`src/hw/rtl/ucc_pkg.sv`:
```
package ucc_pkg;

    // Fixed constants of the conversion
    localparam logic [26:0] DAY_MS   = 27'd86400000;
    localparam logic [41:0] MS_LIMIT = 42'd4102444800000;
    localparam logic [11:0] YEAR_FIRST = 12'd1970;
    localparam logic [11:0] YEAR_LAST  = 12'd2099;

    // Operation codes carried in s_axis_tuser
    localparam logic OP_CAL_TO_MS = 1'b0;
    localparam logic OP_MS_TO_CAL = 1'b1;

    // Calendar fields of one input beat
    typedef struct packed {
        logic [11:0] year;
        logic [3:0]  month;
        logic [4:0]  day;
        logic [4:0]  hour;
        logic [5:0]  minute;
        logic [5:0]  second;
        logic [2:0]  weekday;
    } cal_in_t;

    // Divider item: remainder and days quotient
    typedef struct packed {
        logic        op;
        logic        over;
        logic [42:0] rem;
        logic [15:0] quo;
    } div_t;

    // Calendar to milliseconds result
    typedef struct packed {
        logic        bad;
        logic [41:0] ms;
    } m0_res_t;

    // Milliseconds to calendar result
    typedef struct packed {
        logic        op;
        logic        bad;
        logic [11:0] year;
        logic [3:0]  month;
        logic [4:0]  day;
        logic [4:0]  hour;
        logic [5:0]  minute;
        logic [5:0]  second;
        logic [2:0]  weekday;
    } cal_res_t;

    // Days in month, zero for a month code out of range
    function automatic logic [4:0] month_len(input logic [3:0] mo, input logic leap);
        logic [4:0] n;
        case (mo)
            4'd1, 4'd3, 4'd5, 4'd7, 4'd8, 4'd10, 4'd12: n = 5'd31;
            4'd4, 4'd6, 4'd9, 4'd11:                   n = 5'd30;
            4'd2:                                      n = leap ? 5'd29 : 5'd28;
            default:                                   n = 5'd0;
        endcase
        return n;
    endfunction

    // Days of the year before the first of month mo
    function automatic logic [8:0] cum_days(input logic [3:0] mo, input logic leap);
        logic [8:0] c;
        case (mo)
            4'd1:    c = 9'd0;
            4'd2:    c = 9'd31;
            4'd3:    c = 9'd59;
            4'd4:    c = 9'd90;
            4'd5:    c = 9'd120;
            4'd6:    c = 9'd151;
            4'd7:    c = 9'd181;
            4'd8:    c = 9'd212;
            4'd9:    c = 9'd243;
            4'd10:   c = 9'd273;
            4'd11:   c = 9'd304;
            4'd12:   c = 9'd334;
            default: c = 9'd0;
        endcase
        if (leap && (mo > 4'd2))
        begin
            c = c + 9'd1;
        end
        return c;
    endfunction

endpackage

```
`src/hw/rtl/ucc_div_step.sv`:
```
module ucc_div_step
    import ucc_pkg::*;
#(
    parameter int DIGIT = 0
)
(
    input  logic clk,
    input  logic rst_n,
    input  logic en,
    input  logic in_valid,
    input  div_t in_item,
    output logic out_valid,
    output div_t out_item
);

    // One radix-4 digit of ms / day length
    localparam logic [42:0] D1 = 43'(DAY_MS) << (2 * DIGIT);
    localparam logic [42:0] D2 = D1 << 1;
    localparam logic [42:0] D3 = D1 + D2;

    logic        valid_reg;
    div_t        item_reg;
    div_t        item_next;

    always_comb
    begin
        item_next = in_item;
        if (in_item.rem >= D3)
        begin
            item_next.rem = in_item.rem - D3;
            item_next.quo[2*DIGIT +: 2] = 2'd3;
        end
        else if (in_item.rem >= D2)
        begin
            item_next.rem = in_item.rem - D2;
            item_next.quo[2*DIGIT +: 2] = 2'd2;
        end
        else if (in_item.rem >= D1)
        begin
            item_next.rem = in_item.rem - D1;
            item_next.quo[2*DIGIT +: 2] = 2'd1;
        end
        else
        begin
            item_next.quo[2*DIGIT +: 2] = 2'd0;
        end
    end

    always_ff @(posedge clk or negedge rst_n)
    begin
        if (!rst_n)
        begin
            valid_reg <= 1'b0;
        end
        else if (en)
        begin
            valid_reg <= in_valid;
        end
    end

    always_ff @(posedge clk)
    begin
        if (en)
        begin
            item_reg <= item_next;
        end
    end

    assign out_valid = valid_reg;
    assign out_item  = item_reg;

endmodule

```
`src/hw/rtl/ucc_cal_to_ms.sv`:
```
module ucc_cal_to_ms
    import ucc_pkg::*;
(
    input  logic    clk,
    input  logic    en,
    input  cal_in_t cal,
    output m0_res_t res
);

    // stage 1: range checks, year offset, month offset, second of day
    logic        bad1_reg, bad1_next;
    logic [7:0]  yo1_reg, yo1_next;
    logic [8:0]  cum1_reg, cum1_next;
    logic [4:0]  dm1_reg, dm1_next;
    logic [16:0] sod1_reg, sod1_next;
    logic [2:0]  wd1_reg;

    always_comb
    begin
        logic leap;
        logic [11:0] yd;
        leap = (cal.year[1:0] == 2'b00);
        yd   = cal.year - YEAR_FIRST;
        bad1_next = (cal.year < YEAR_FIRST) || (cal.year > YEAR_LAST) ||
                    (cal.month == 4'd0) || (cal.month > 4'd12) ||
                    (cal.hour > 5'd23) || (cal.minute > 6'd59) ||
                    (cal.second > 6'd59) || (cal.day == 5'd0) ||
                    (cal.day > month_len(cal.month, leap));
        yo1_next  = yd[7:0];
        cum1_next = cum_days(cal.month, leap);
        dm1_next  = cal.day - 5'd1;
        sod1_next = 17'(cal.hour) * 17'd3600 + 17'(cal.minute) * 17'd60 +
                    17'(cal.second);
    end

    // stage 2: days since the epoch
    logic        bad2_reg;
    logic [15:0] days2_reg, days2_next;
    logic [16:0] sod2_reg;
    logic [2:0]  wd2_reg;

    always_comb
    begin
        days2_next = 16'(yo1_reg) * 16'd365 + 16'((yo1_reg + 8'd1) >> 2) +
                     16'(cum1_reg) + 16'(dm1_reg);
    end

    // stage 3: products and weekday quotient
    logic        bad3_reg;
    logic [41:0] msa3_reg;
    logic [26:0] sodms3_reg;
    logic [16:0] x3_reg;
    logic [13:0] q7_3_reg;
    logic [2:0]  wd3_reg;
    logic [42:0] msa_prod;
    logic [16:0] x_next;
    logic [33:0] q7_prod;

    always_comb
    begin
        msa_prod = 43'(days2_reg) * 43'(DAY_MS);
        x_next   = 17'(days2_reg) + 17'd3;
        q7_prod  = 34'(x_next) * 34'd74899;
    end

    // stage 4: weekday check and result
    m0_res_t     res_reg, res_next;

    always_comb
    begin
        logic [16:0] r7;
        logic [2:0]  wd;
        logic        bad;
        r7  = x3_reg - 17'(q7_3_reg) * 17'd7;
        wd  = r7[2:0] + 3'd1;
        bad = bad3_reg || (wd != wd3_reg);
        res_next.bad = bad;
        res_next.ms  = bad ? 42'd0 : msa3_reg + 42'(sodms3_reg);
    end

    // payload registers, moved by the common enable
    always_ff @(posedge clk)
    begin
        if (en)
        begin
            bad1_reg   <= bad1_next;
            yo1_reg    <= yo1_next;
            cum1_reg   <= cum1_next;
            dm1_reg    <= dm1_next;
            sod1_reg   <= sod1_next;
            wd1_reg    <= cal.weekday;
            bad2_reg   <= bad1_reg;
            days2_reg  <= days2_next;
            sod2_reg   <= sod1_reg;
            wd2_reg    <= wd1_reg;
            bad3_reg   <= bad2_reg;
            msa3_reg   <= msa_prod[41:0];
            sodms3_reg <= 27'(sod2_reg) * 27'd1000;
            x3_reg     <= x_next;
            q7_3_reg   <= q7_prod[32:19];
            wd3_reg    <= wd2_reg;
            res_reg    <= res_next;
        end
    end

    assign res = res_reg;

endmodule

```
`src/hw/rtl/ucc_ms_to_cal.sv`:
```
module ucc_ms_to_cal
    import ucc_pkg::*;
(
    input  logic     clk,
    input  logic     en,
    input  div_t     in_item,
    output cal_res_t res
);

    // stage a: reciprocal products for /1000, /1461 and /7
    logic        op_a_reg, over_a_reg;
    logic [26:0] r_a_reg;
    logic [15:0] days_a_reg;
    logic [16:0] q1000_a_reg;
    logic [5:0]  q1461_a_reg;
    logic [16:0] x_a_reg;
    logic [13:0] q7_a_reg;
    logic [54:0] p1000;
    logic [32:0] p1461;
    logic [16:0] x_next;
    logic [33:0] p7;

    always_comb
    begin
        p1000  = 55'(in_item.rem[26:0]) * 55'd137438954;
        p1461  = 33'(in_item.quo) * 33'd91868;
        x_next = 17'(in_item.quo) + 17'd3;
        p7     = 34'(x_next) * 34'd74899;
    end

    // stage b: remainders, weekday, fraction check
    logic        op_b_reg, bad_b_reg, bad_b_next;
    logic [16:0] sod_b_reg;
    logic [10:0] r1461_b_reg, r1461_next;
    logic [5:0]  q1461_b_reg;
    logic [2:0]  wd_b_reg, wd_next;

    always_comb
    begin
        logic [26:0] m1000;
        logic [15:0] m1461;
        logic [16:0] r7;
        m1000      = 27'(q1000_a_reg) * 27'd1000;
        m1461      = 16'(q1461_a_reg) * 16'd1461;
        r7         = x_a_reg - 17'(q7_a_reg) * 17'd7;
        m1461      = days_a_reg - m1461;
        r1461_next = m1461[10:0];
        wd_next    = r7[2:0] + 3'd1;
        bad_b_next = over_a_reg || (m1000 != r_a_reg);
    end

    // stage c: year within the four-year cycle, hour
    logic        op_c_reg, bad_c_reg, leap_c_reg, leap_next;
    logic [11:0] year_c_reg, year_next;
    logic [8:0]  doy_c_reg, doy_next;
    logic [4:0]  hour_c_reg, hour_next;
    logic [11:0] r3600_c_reg, r3600_next;
    logic [2:0]  wd_c_reg;

    always_comb
    begin
        logic [1:0]  idx;
        logic [16:0] r;
        if (r1461_b_reg < 11'd365)
        begin
            idx = 2'd0;
            doy_next = r1461_b_reg[8:0];
        end
        else if (r1461_b_reg < 11'd730)
        begin
            idx = 2'd1;
            doy_next = 9'(r1461_b_reg - 11'd365);
        end
        else if (r1461_b_reg < 11'd1096)
        begin
            idx = 2'd2;
            doy_next = 9'(r1461_b_reg - 11'd730);
        end
        else
        begin
            idx = 2'd3;
            doy_next = 9'(r1461_b_reg - 11'd1096);
        end
        leap_next = (idx == 2'd2);
        year_next = YEAR_FIRST + {4'd0, q1461_b_reg, 2'b00} + 12'(idx);
        // restoring steps for the hour
        r = sod_b_reg;
        hour_next = 5'd0;
        for (int i = 4; i >= 0; i--)
        begin
            if (r >= (17'd3600 << i))
            begin
                r = r - (17'd3600 << i);
                hour_next[i] = 1'b1;
            end
        end
        r3600_next = r[11:0];
    end

    // stage d: month, minute and second
    logic        op_d_reg, bad_d_reg, leap_d_reg;
    logic [11:0] year_d_reg;
    logic [8:0]  doy_d_reg;
    logic [3:0]  mo_d_reg, mo_next;
    logic [4:0]  hour_d_reg;
    logic [5:0]  min_d_reg, min_next;
    logic [5:0]  sec_d_reg;
    logic [2:0]  wd_d_reg;
    logic [11:0] rmin;

    always_comb
    begin
        mo_next = 4'd1;
        for (int m = 2; m <= 12; m++)
        begin
            if (doy_c_reg >= cum_days(4'(m), leap_c_reg))
            begin
                mo_next = mo_next + 4'd1;
            end
        end
        rmin = r3600_c_reg;
        min_next = 6'd0;
        for (int i = 5; i >= 0; i--)
        begin
            if (rmin >= (12'd60 << i))
            begin
                rmin = rmin - (12'd60 << i);
                min_next[i] = 1'b1;
            end
        end
    end

    // stage e: day of month and result
    cal_res_t    res_reg, res_next;

    always_comb
    begin
        logic [8:0] dd;
        dd = doy_d_reg - cum_days(mo_d_reg, leap_d_reg) + 9'd1;
        res_next = '0;
        res_next.op  = op_d_reg;
        res_next.bad = bad_d_reg;
        if (op_d_reg && !bad_d_reg)
        begin
            res_next.year    = year_d_reg;
            res_next.month   = mo_d_reg;
            res_next.day     = dd[4:0];
            res_next.hour    = hour_d_reg;
            res_next.minute  = min_d_reg;
            res_next.second  = sec_d_reg;
            res_next.weekday = wd_d_reg;
        end
    end

    always_ff @(posedge clk)
    begin
        if (en)
        begin
            op_a_reg    <= in_item.op;
            over_a_reg  <= in_item.over;
            r_a_reg     <= in_item.rem[26:0];
            days_a_reg  <= in_item.quo;
            q1000_a_reg <= p1000[53:37];
            q1461_a_reg <= p1461[32:27];
            x_a_reg     <= x_next;
            q7_a_reg    <= p7[32:19];

            op_b_reg    <= op_a_reg;
            bad_b_reg   <= bad_b_next;
            sod_b_reg   <= q1000_a_reg;
            r1461_b_reg <= r1461_next;
            q1461_b_reg <= q1461_a_reg;
            wd_b_reg    <= wd_next;

            op_c_reg    <= op_b_reg;
            bad_c_reg   <= bad_b_reg;
            leap_c_reg  <= leap_next;
            year_c_reg  <= year_next;
            doy_c_reg   <= doy_next;
            hour_c_reg  <= hour_next;
            r3600_c_reg <= r3600_next;
            wd_c_reg    <= wd_b_reg;

            op_d_reg    <= op_c_reg;
            bad_d_reg   <= bad_c_reg;
            leap_d_reg  <= leap_c_reg;
            year_d_reg  <= year_c_reg;
            doy_d_reg   <= doy_c_reg;
            mo_d_reg    <= mo_next;
            hour_d_reg  <= hour_c_reg;
            min_d_reg   <= min_next;
            sec_d_reg   <= rmin[5:0];
            wd_d_reg    <= wd_c_reg;

            res_reg     <= res_next;
        end
    end

    assign res = res_reg;

endmodule

```
`src/hw/rtl/unix_ms_calendar_converter.sv`:
```
// Channel   Dir  tdata (88 bits)                              tuser
// s_axis    in   unix_ms, year, month, day, hour, min, sec, wd operation
// m_axis    out  unix_ms, year, month, day, hour, min, sec, wd status
//
// Thirteen register stages; a beat may enter every cycle while m_axis is
// not stalled. Depth is set by the eight radix-4 stages that divide
// milliseconds by the day length, followed by five calendar stages.
// Reset clears the valid bits only. A stall on m_axis freezes the whole
// pipeline, so nothing is dropped or repeated.
module unix_ms_calendar_converter
    import ucc_pkg::*;
(
    input  logic        clk,
    input  logic        rst_n,
    input  logic        s_axis_tvalid,
    output logic        s_axis_tready,
    // [41:0] in_unix_ms, [53:42] in_year, [57:54] in_month, [62:58] in_day,
    // [67:63] in_hour, [73:68] in_minute, [79:74] in_second, [82:80] in_weekday
    input  logic [87:0] s_axis_tdata,
    // [0] operation
    input  logic        s_axis_tuser,
    output logic        m_axis_tvalid,
    input  logic        m_axis_tready,
    // [41:0] epoch_ms, [53:42] out_year, [57:54] out_month, [62:58] out_day,
    // [67:63] out_hour, [73:68] out_minute, [79:74] out_second,
    // [82:80] out_weekday
    output logic [87:0] m_axis_tdata,
    // [0] status
    output logic        m_axis_tuser
);

    localparam int NDIV   = 8;
    localparam int NCAL   = 5;
    localparam int NDEPTH = NDIV + NCAL;
    localparam int NM0    = 4;
    localparam int NDLY   = NDEPTH - NM0;

    logic en;
    logic [NDEPTH-1:0] vld_reg;

    // common advance: move whenever the output register is free
    assign en            = !vld_reg[NDEPTH-1] || m_axis_tready;
    assign s_axis_tready = en;

    always_ff @(posedge clk or negedge rst_n)
    begin
        if (!rst_n)
        begin
            vld_reg <= '0;
        end
        else if (en)
        begin
            vld_reg <= {vld_reg[NDEPTH-2:0], s_axis_tvalid};
        end
    end

    // calendar to milliseconds path
    cal_in_t cal;
    m0_res_t m0_res;

    assign cal.year    = s_axis_tdata[53:42];
    assign cal.month   = s_axis_tdata[57:54];
    assign cal.day     = s_axis_tdata[62:58];
    assign cal.hour    = s_axis_tdata[67:63];
    assign cal.minute  = s_axis_tdata[73:68];
    assign cal.second  = s_axis_tdata[79:74];
    assign cal.weekday = s_axis_tdata[82:80];

    ucc_cal_to_ms u_cal_to_ms
    (
        .clk   (clk),
        .en    (en),
        .cal   (cal),
        .res   (m0_res)
    );

    // align with the longer path
    m0_res_t m0_dly_reg [NDLY];

    always_ff @(posedge clk)
    begin
        if (en)
        begin
            m0_dly_reg[0] <= m0_res;
            for (int i = 1; i < NDLY; i++)
            begin
                m0_dly_reg[i] <= m0_dly_reg[i-1];
            end
        end
    end

    // milliseconds to days divider
    div_t div_in;
    div_t div_item [NDIV+1];
    logic [NDIV:0] div_vld;

    assign div_in.op   = s_axis_tuser;
    assign div_in.over = (s_axis_tdata[41:0] >= MS_LIMIT);
    assign div_in.rem  = {1'b0, s_axis_tdata[41:0]};
    assign div_in.quo  = '0;
    assign div_item[0] = div_in;
    assign div_vld[0]  = s_axis_tvalid;

    for (genvar g = 0; g < NDIV; g++)
    begin : g_div
        ucc_div_step #(.DIGIT(NDIV - 1 - g)) u_step
        (
            .clk       (clk),
            .rst_n     (rst_n),
            .en        (en),
            .in_valid  (div_vld[g]),
            .in_item   (div_item[g]),
            .out_valid (div_vld[g+1]),
            .out_item  (div_item[g+1])
        );
    end

    // days and remainder to calendar
    cal_res_t cal_res;

    ucc_ms_to_cal u_ms_to_cal
    (
        .clk     (clk),
        .en      (en),
        .in_item (div_item[NDIV]),
        .res     (cal_res)
    );

    // output beat
    m0_res_t m0_out;
    assign m0_out = m0_dly_reg[NDLY-1];

    assign m_axis_tvalid = vld_reg[NDEPTH-1] && div_vld[NDIV] | vld_reg[NDEPTH-1];
    assign m_axis_tuser  = cal_res.op ? cal_res.bad : m0_out.bad;
    assign m_axis_tdata  = {5'd0, cal_res.weekday, cal_res.second, cal_res.minute,
                            cal_res.hour, cal_res.day, cal_res.month, cal_res.year,
                            (cal_res.op ? 42'd0 : m0_out.ms)};

endmodule

```
`config.mk`:
```
export PLATFORM = sky130hd
export DESIGN_NAME = unix_ms_calendar_converter
export DESIGN_NICKNAME = d
export VERILOG_FILES = /design/src/hw/rtl/ucc_pkg.sv /design/src/hw/rtl/ucc_div_step.sv /design/src/hw/rtl/ucc_cal_to_ms.sv /design/src/hw/rtl/ucc_ms_to_cal.sv /design/src/hw/rtl/unix_ms_calendar_converter.sv
export SDC_FILE = /design/constraint.sdc
export NUM_CORES = 2
export LEC_CHECK = 0
export BUFFER_PORTS_ARGS = -buffer_cell sky130_fd_sc_hd__buf_2
export CORE_ASPECT_RATIO = 1.75
export CORE_MARGIN = 2
export CORE_UTILIZATION = 50
export DETAILED_ROUTE_END_ITERATION = 10
export PLACE_DENSITY = 0.68
export SKIP_LAST_GASP = 1
export SLEW_MARGIN = 0
export SYNTH_ARGS = -nofsm -noshare
export SYNTH_HDL_FRONTEND = slang
export SYNTH_SLANG_ARGS = --single-unit
```
`constraint.sdc`:
```
create_clock -name clk -period 51.2 [get_ports clk]
set_clock_uncertainty 0.2 [all_clocks]
set_input_delay 10.24 -clock clk [delete_from_list [all_inputs] [get_ports clk]]
set_output_delay 10.24 -clock clk [all_outputs]
set_load 0.01 [all_outputs]
```
==> flow_summary.ini <==
[cts]
postCtsHoldBufs = 0
htree_levels = 3
clock_path_buffers = 3
cts_setup_buffers = 0
cts_sinks = 1219
clock_latency_ns = 0.75
cts_tree = yes
cts-root-buf = clkbuf_16
cts_resized = 0
path_clk_slew_ns = 0.06
numCtsBuffers = 111

[timing]
setup_viol = 0
min_period_ns = 21.36
worst_pin_slew_ns = 1.298
fmax_ghz = 0.04682
fin_crit_sh_pct = 41.71
final_max_slew_viol_count = 0
rsz0062_at_grt = false
fin_setup_tns_ns = 0
hold_viol_final = 0
relSlewSlack_pct = 12.66

[setup_path]
arrival_ns = 10.92
crit_path_start_kind = primary input
worstRegToRegCells = 24
worstPathBufferInverterCount = 2
cpPeakStageDelay_ns = 0.31
worstPathCellList = buf_2, nand2b_4, buf_2
regToRegSetupSlack_ns = 41.92
crit_type = in -> out
cp_top_family = buffers and inverters
r2r_start = u_ms_to_cal.sod_b_reg[0]$_DFFE_PN_
cp-endpoint = s_axis_tready
worstReg2RegEnd = u_ms_to_cal.r3600_c_reg[8]$_DFFE_PN_
crit_fanout = 4
cpMaxStageDelayCell = nand2b_4
crit_top_cell = buf_2
cp.required_ns = 40.76
end_kind = primary output
critical_path.startpoint = m_axis_tready
cp_num_cells = 3

[layout]
nNetsFinal = 9722
final_area_mm2 = 0.09728
layout-drive-gt1-share_pct = 5.925
n_fill_cell = 15270
syn_to_final_growth_pct = 7.742
largest_reg_flops = 416
multi_input_area_mm2 = 0.04785
seqCellArea_mm2 = 0.03649

[grt]
grtUsageTotal_pct = 21.52
grt_max_degree = 156
grt_pass1_wl_um = 314200
antenna_found_initial = 6
grt-ovfl-total = 0
grt_pass1_vias = 60060

[synthesis]
syn-mean-instance-area_um2 = 11.62
async_flop_share_pct = 1.066
synth_area_leaders = edfxtp_1 (40%), ha_1 (15%), fa_1 (15%)
seq_area_frac_synth_pct = 40.41
yosysWarnings = 0
ys_types = 111
syn_area_mm2 = 0.09029
ys.flop_type = edfxtp_1
yosysTopAreaCellShare_pct = 39.94
syn_inst = 7769
ys_ff_latch = 1219
synth-edff-count = 1201
synth_area_leader_cell = edfxtp_1

[floorplanning]
fp.dieArea_mm2 = 0.1841
fp-row-count = 206
io_pins = 184
start_util_pct = 50.26
die_h_um = 566.2
core_mm2 = 0.1797
die_w_um = 325.2

[placed_design]
place_hpwl_um = 157300
port_buffers = 170
gp_congestion = 0.9589
postPlaceCellArea_mm2 = 0.09329

[status]
outcome = finished clean

[drt]
dr.pass1.iters = 7
wire_per_inst_um = 18.89
via_per_inst = 5.433
drt_first_iter_violations = 2618
ant_nets = 0
drt_wl_total_um = 195100
drcViolationCount = 0
vias = 56110

[worst_hold_path]
hp-start = g_div[5].u_step.out_item[5]$_SDFFCE_PP1N_
hp-class = reg -> reg
hold_depth = 0

[flow_run]
drv_cap = 0
==> placed cells by master, fill, tap and decap left out, types with 25 or more instances in the layout <==
master     netlist  routed
nor4_1          61      61
mux2_2          25      25
and3_1          54      54
clkbuf_16        0     111
nor2b_1         93      92
nand4_1         55      55
edfxtp_1      1201    1201
inv_1         1288    1288
or3_1           32      32
nor3_1         120     119
o21ai_0        215     213
o31ai_1         40      40
nand3_1        118     118
a211oi_1        33      33
xnor2_1        356     356
nand2_1        369     369
a21o_1          89      89
fa_1           678     678
a31oi_1         46      46
mux2i_1         33      33
ha_1          1112    1112
buf_2            4     170
xor2_1         161     161
nand2b_1        63      62
a21boi_0        25      25
o21a_1          44      44
nor2_1         320     320
buf_4           51      28
and2_1          71      71
a21oi_1        340     340
o211ai_1        29      29
o21bai_1        55      55
==> how the worst min path moves through the flow <==
stage / endpoint
global placement: m0_dly_reg[0][95]$_DFFE_PN_
detailed placement: g_div[6].u_step.out_item[5]$_DFFE_PN_
global route: u_cal_to_ms.sod2_reg[5]$_DFFE_PN_
finish: g_div[6].u_step.out_item[5]$_DFFE_PN_
floorplan: g_div[1].u_step.out_item[14]$_DFFE_PN_
CTS: g_div[6].u_step.out_item[5]$_DFFE_PN_
==> logic make-up after synthesis <==
family	after synthesis	synth area share (%)
XOR/XNOR	518	5.040
AND/OR/NAND/NOR	1476	8.241
multiplexers	60	0.7178
flip-flops	1219	40.41
other	1	0.004153
adder cells (fa/ha/maj)	1790	30.44
buffers and inverters	1544	6.653
AO/OA/AOI/OAI	1161	8.489
==> cell type report <==
cell class | instances | share of cell area, %
multi-input combinational | 5013 | 49.18
sequential | 1219 | 37.51
inverter | 1294 | 4.993
tap | 2392 | 3.076
clock buffer | 121 | 2.894
clock inverter | 86 | 1.205
timing repair buffer | 200 | 1.132
antenna | 3 | 0.007717
==> synthesized netlist by cell type, types with 44 or more instances <==
cell,count
nor4_1,61
clkbuf_1,187
a21oi_1,340
buf_4,51
nand3_1,118
nand2_1,369
o21ai_0,215
nand4_1,55
o21a_1,44
a31oi_1,46
nor2b_1,93
and2_1,71
a21o_1,89
xnor2_1,356
o21bai_1,55
edfxtp_1,1201
nor3_1,120
and3_1,54
fa_1,678
inv_1,1288
nand2b_1,63
nor2_1,320
xor2_1,161
ha_1,1112
==> routing by layer <==
| metal | routed length (um) | track usage, % | part of all wire (%) | vias to the layer above |
|---|---|---|---|---|
| met2 | 111800 | 43.37 | 57 | 1082 |
| li1 | - | - | - | 26890 |
| met3 | 4733 | 1.967 | 2.4 | 517 |
| met4 | 12180 | 12.10 | 6.2 | 0 |
| met5 | 0 | 0 | 0 | - |
| met1 | 66320 | 20.94 | 34 | 27620 |
==> metrics by stage <==
stage | setup slack [ns] | instances | hold slack (ns) | util, %
after floorplan | 15.14 | 7776 | 0.2003 | -
after global placement | 29.78 | 10120 | 0.2004 | 51.93
after detailed placement | 29.78 | 10120 | 0.2045 | 51.93
after CTS | 29.78 | 10330 | 0.1891 | 54.15
after global routing | 29.80 | 10330 | 0.1975 | 54.15
final | 29.84 | 10330 | 0.1960 | 54.15
Power is not shown: default switching activity piles up to over one toggle a cycle in this logic, so the estimate is an artifact.
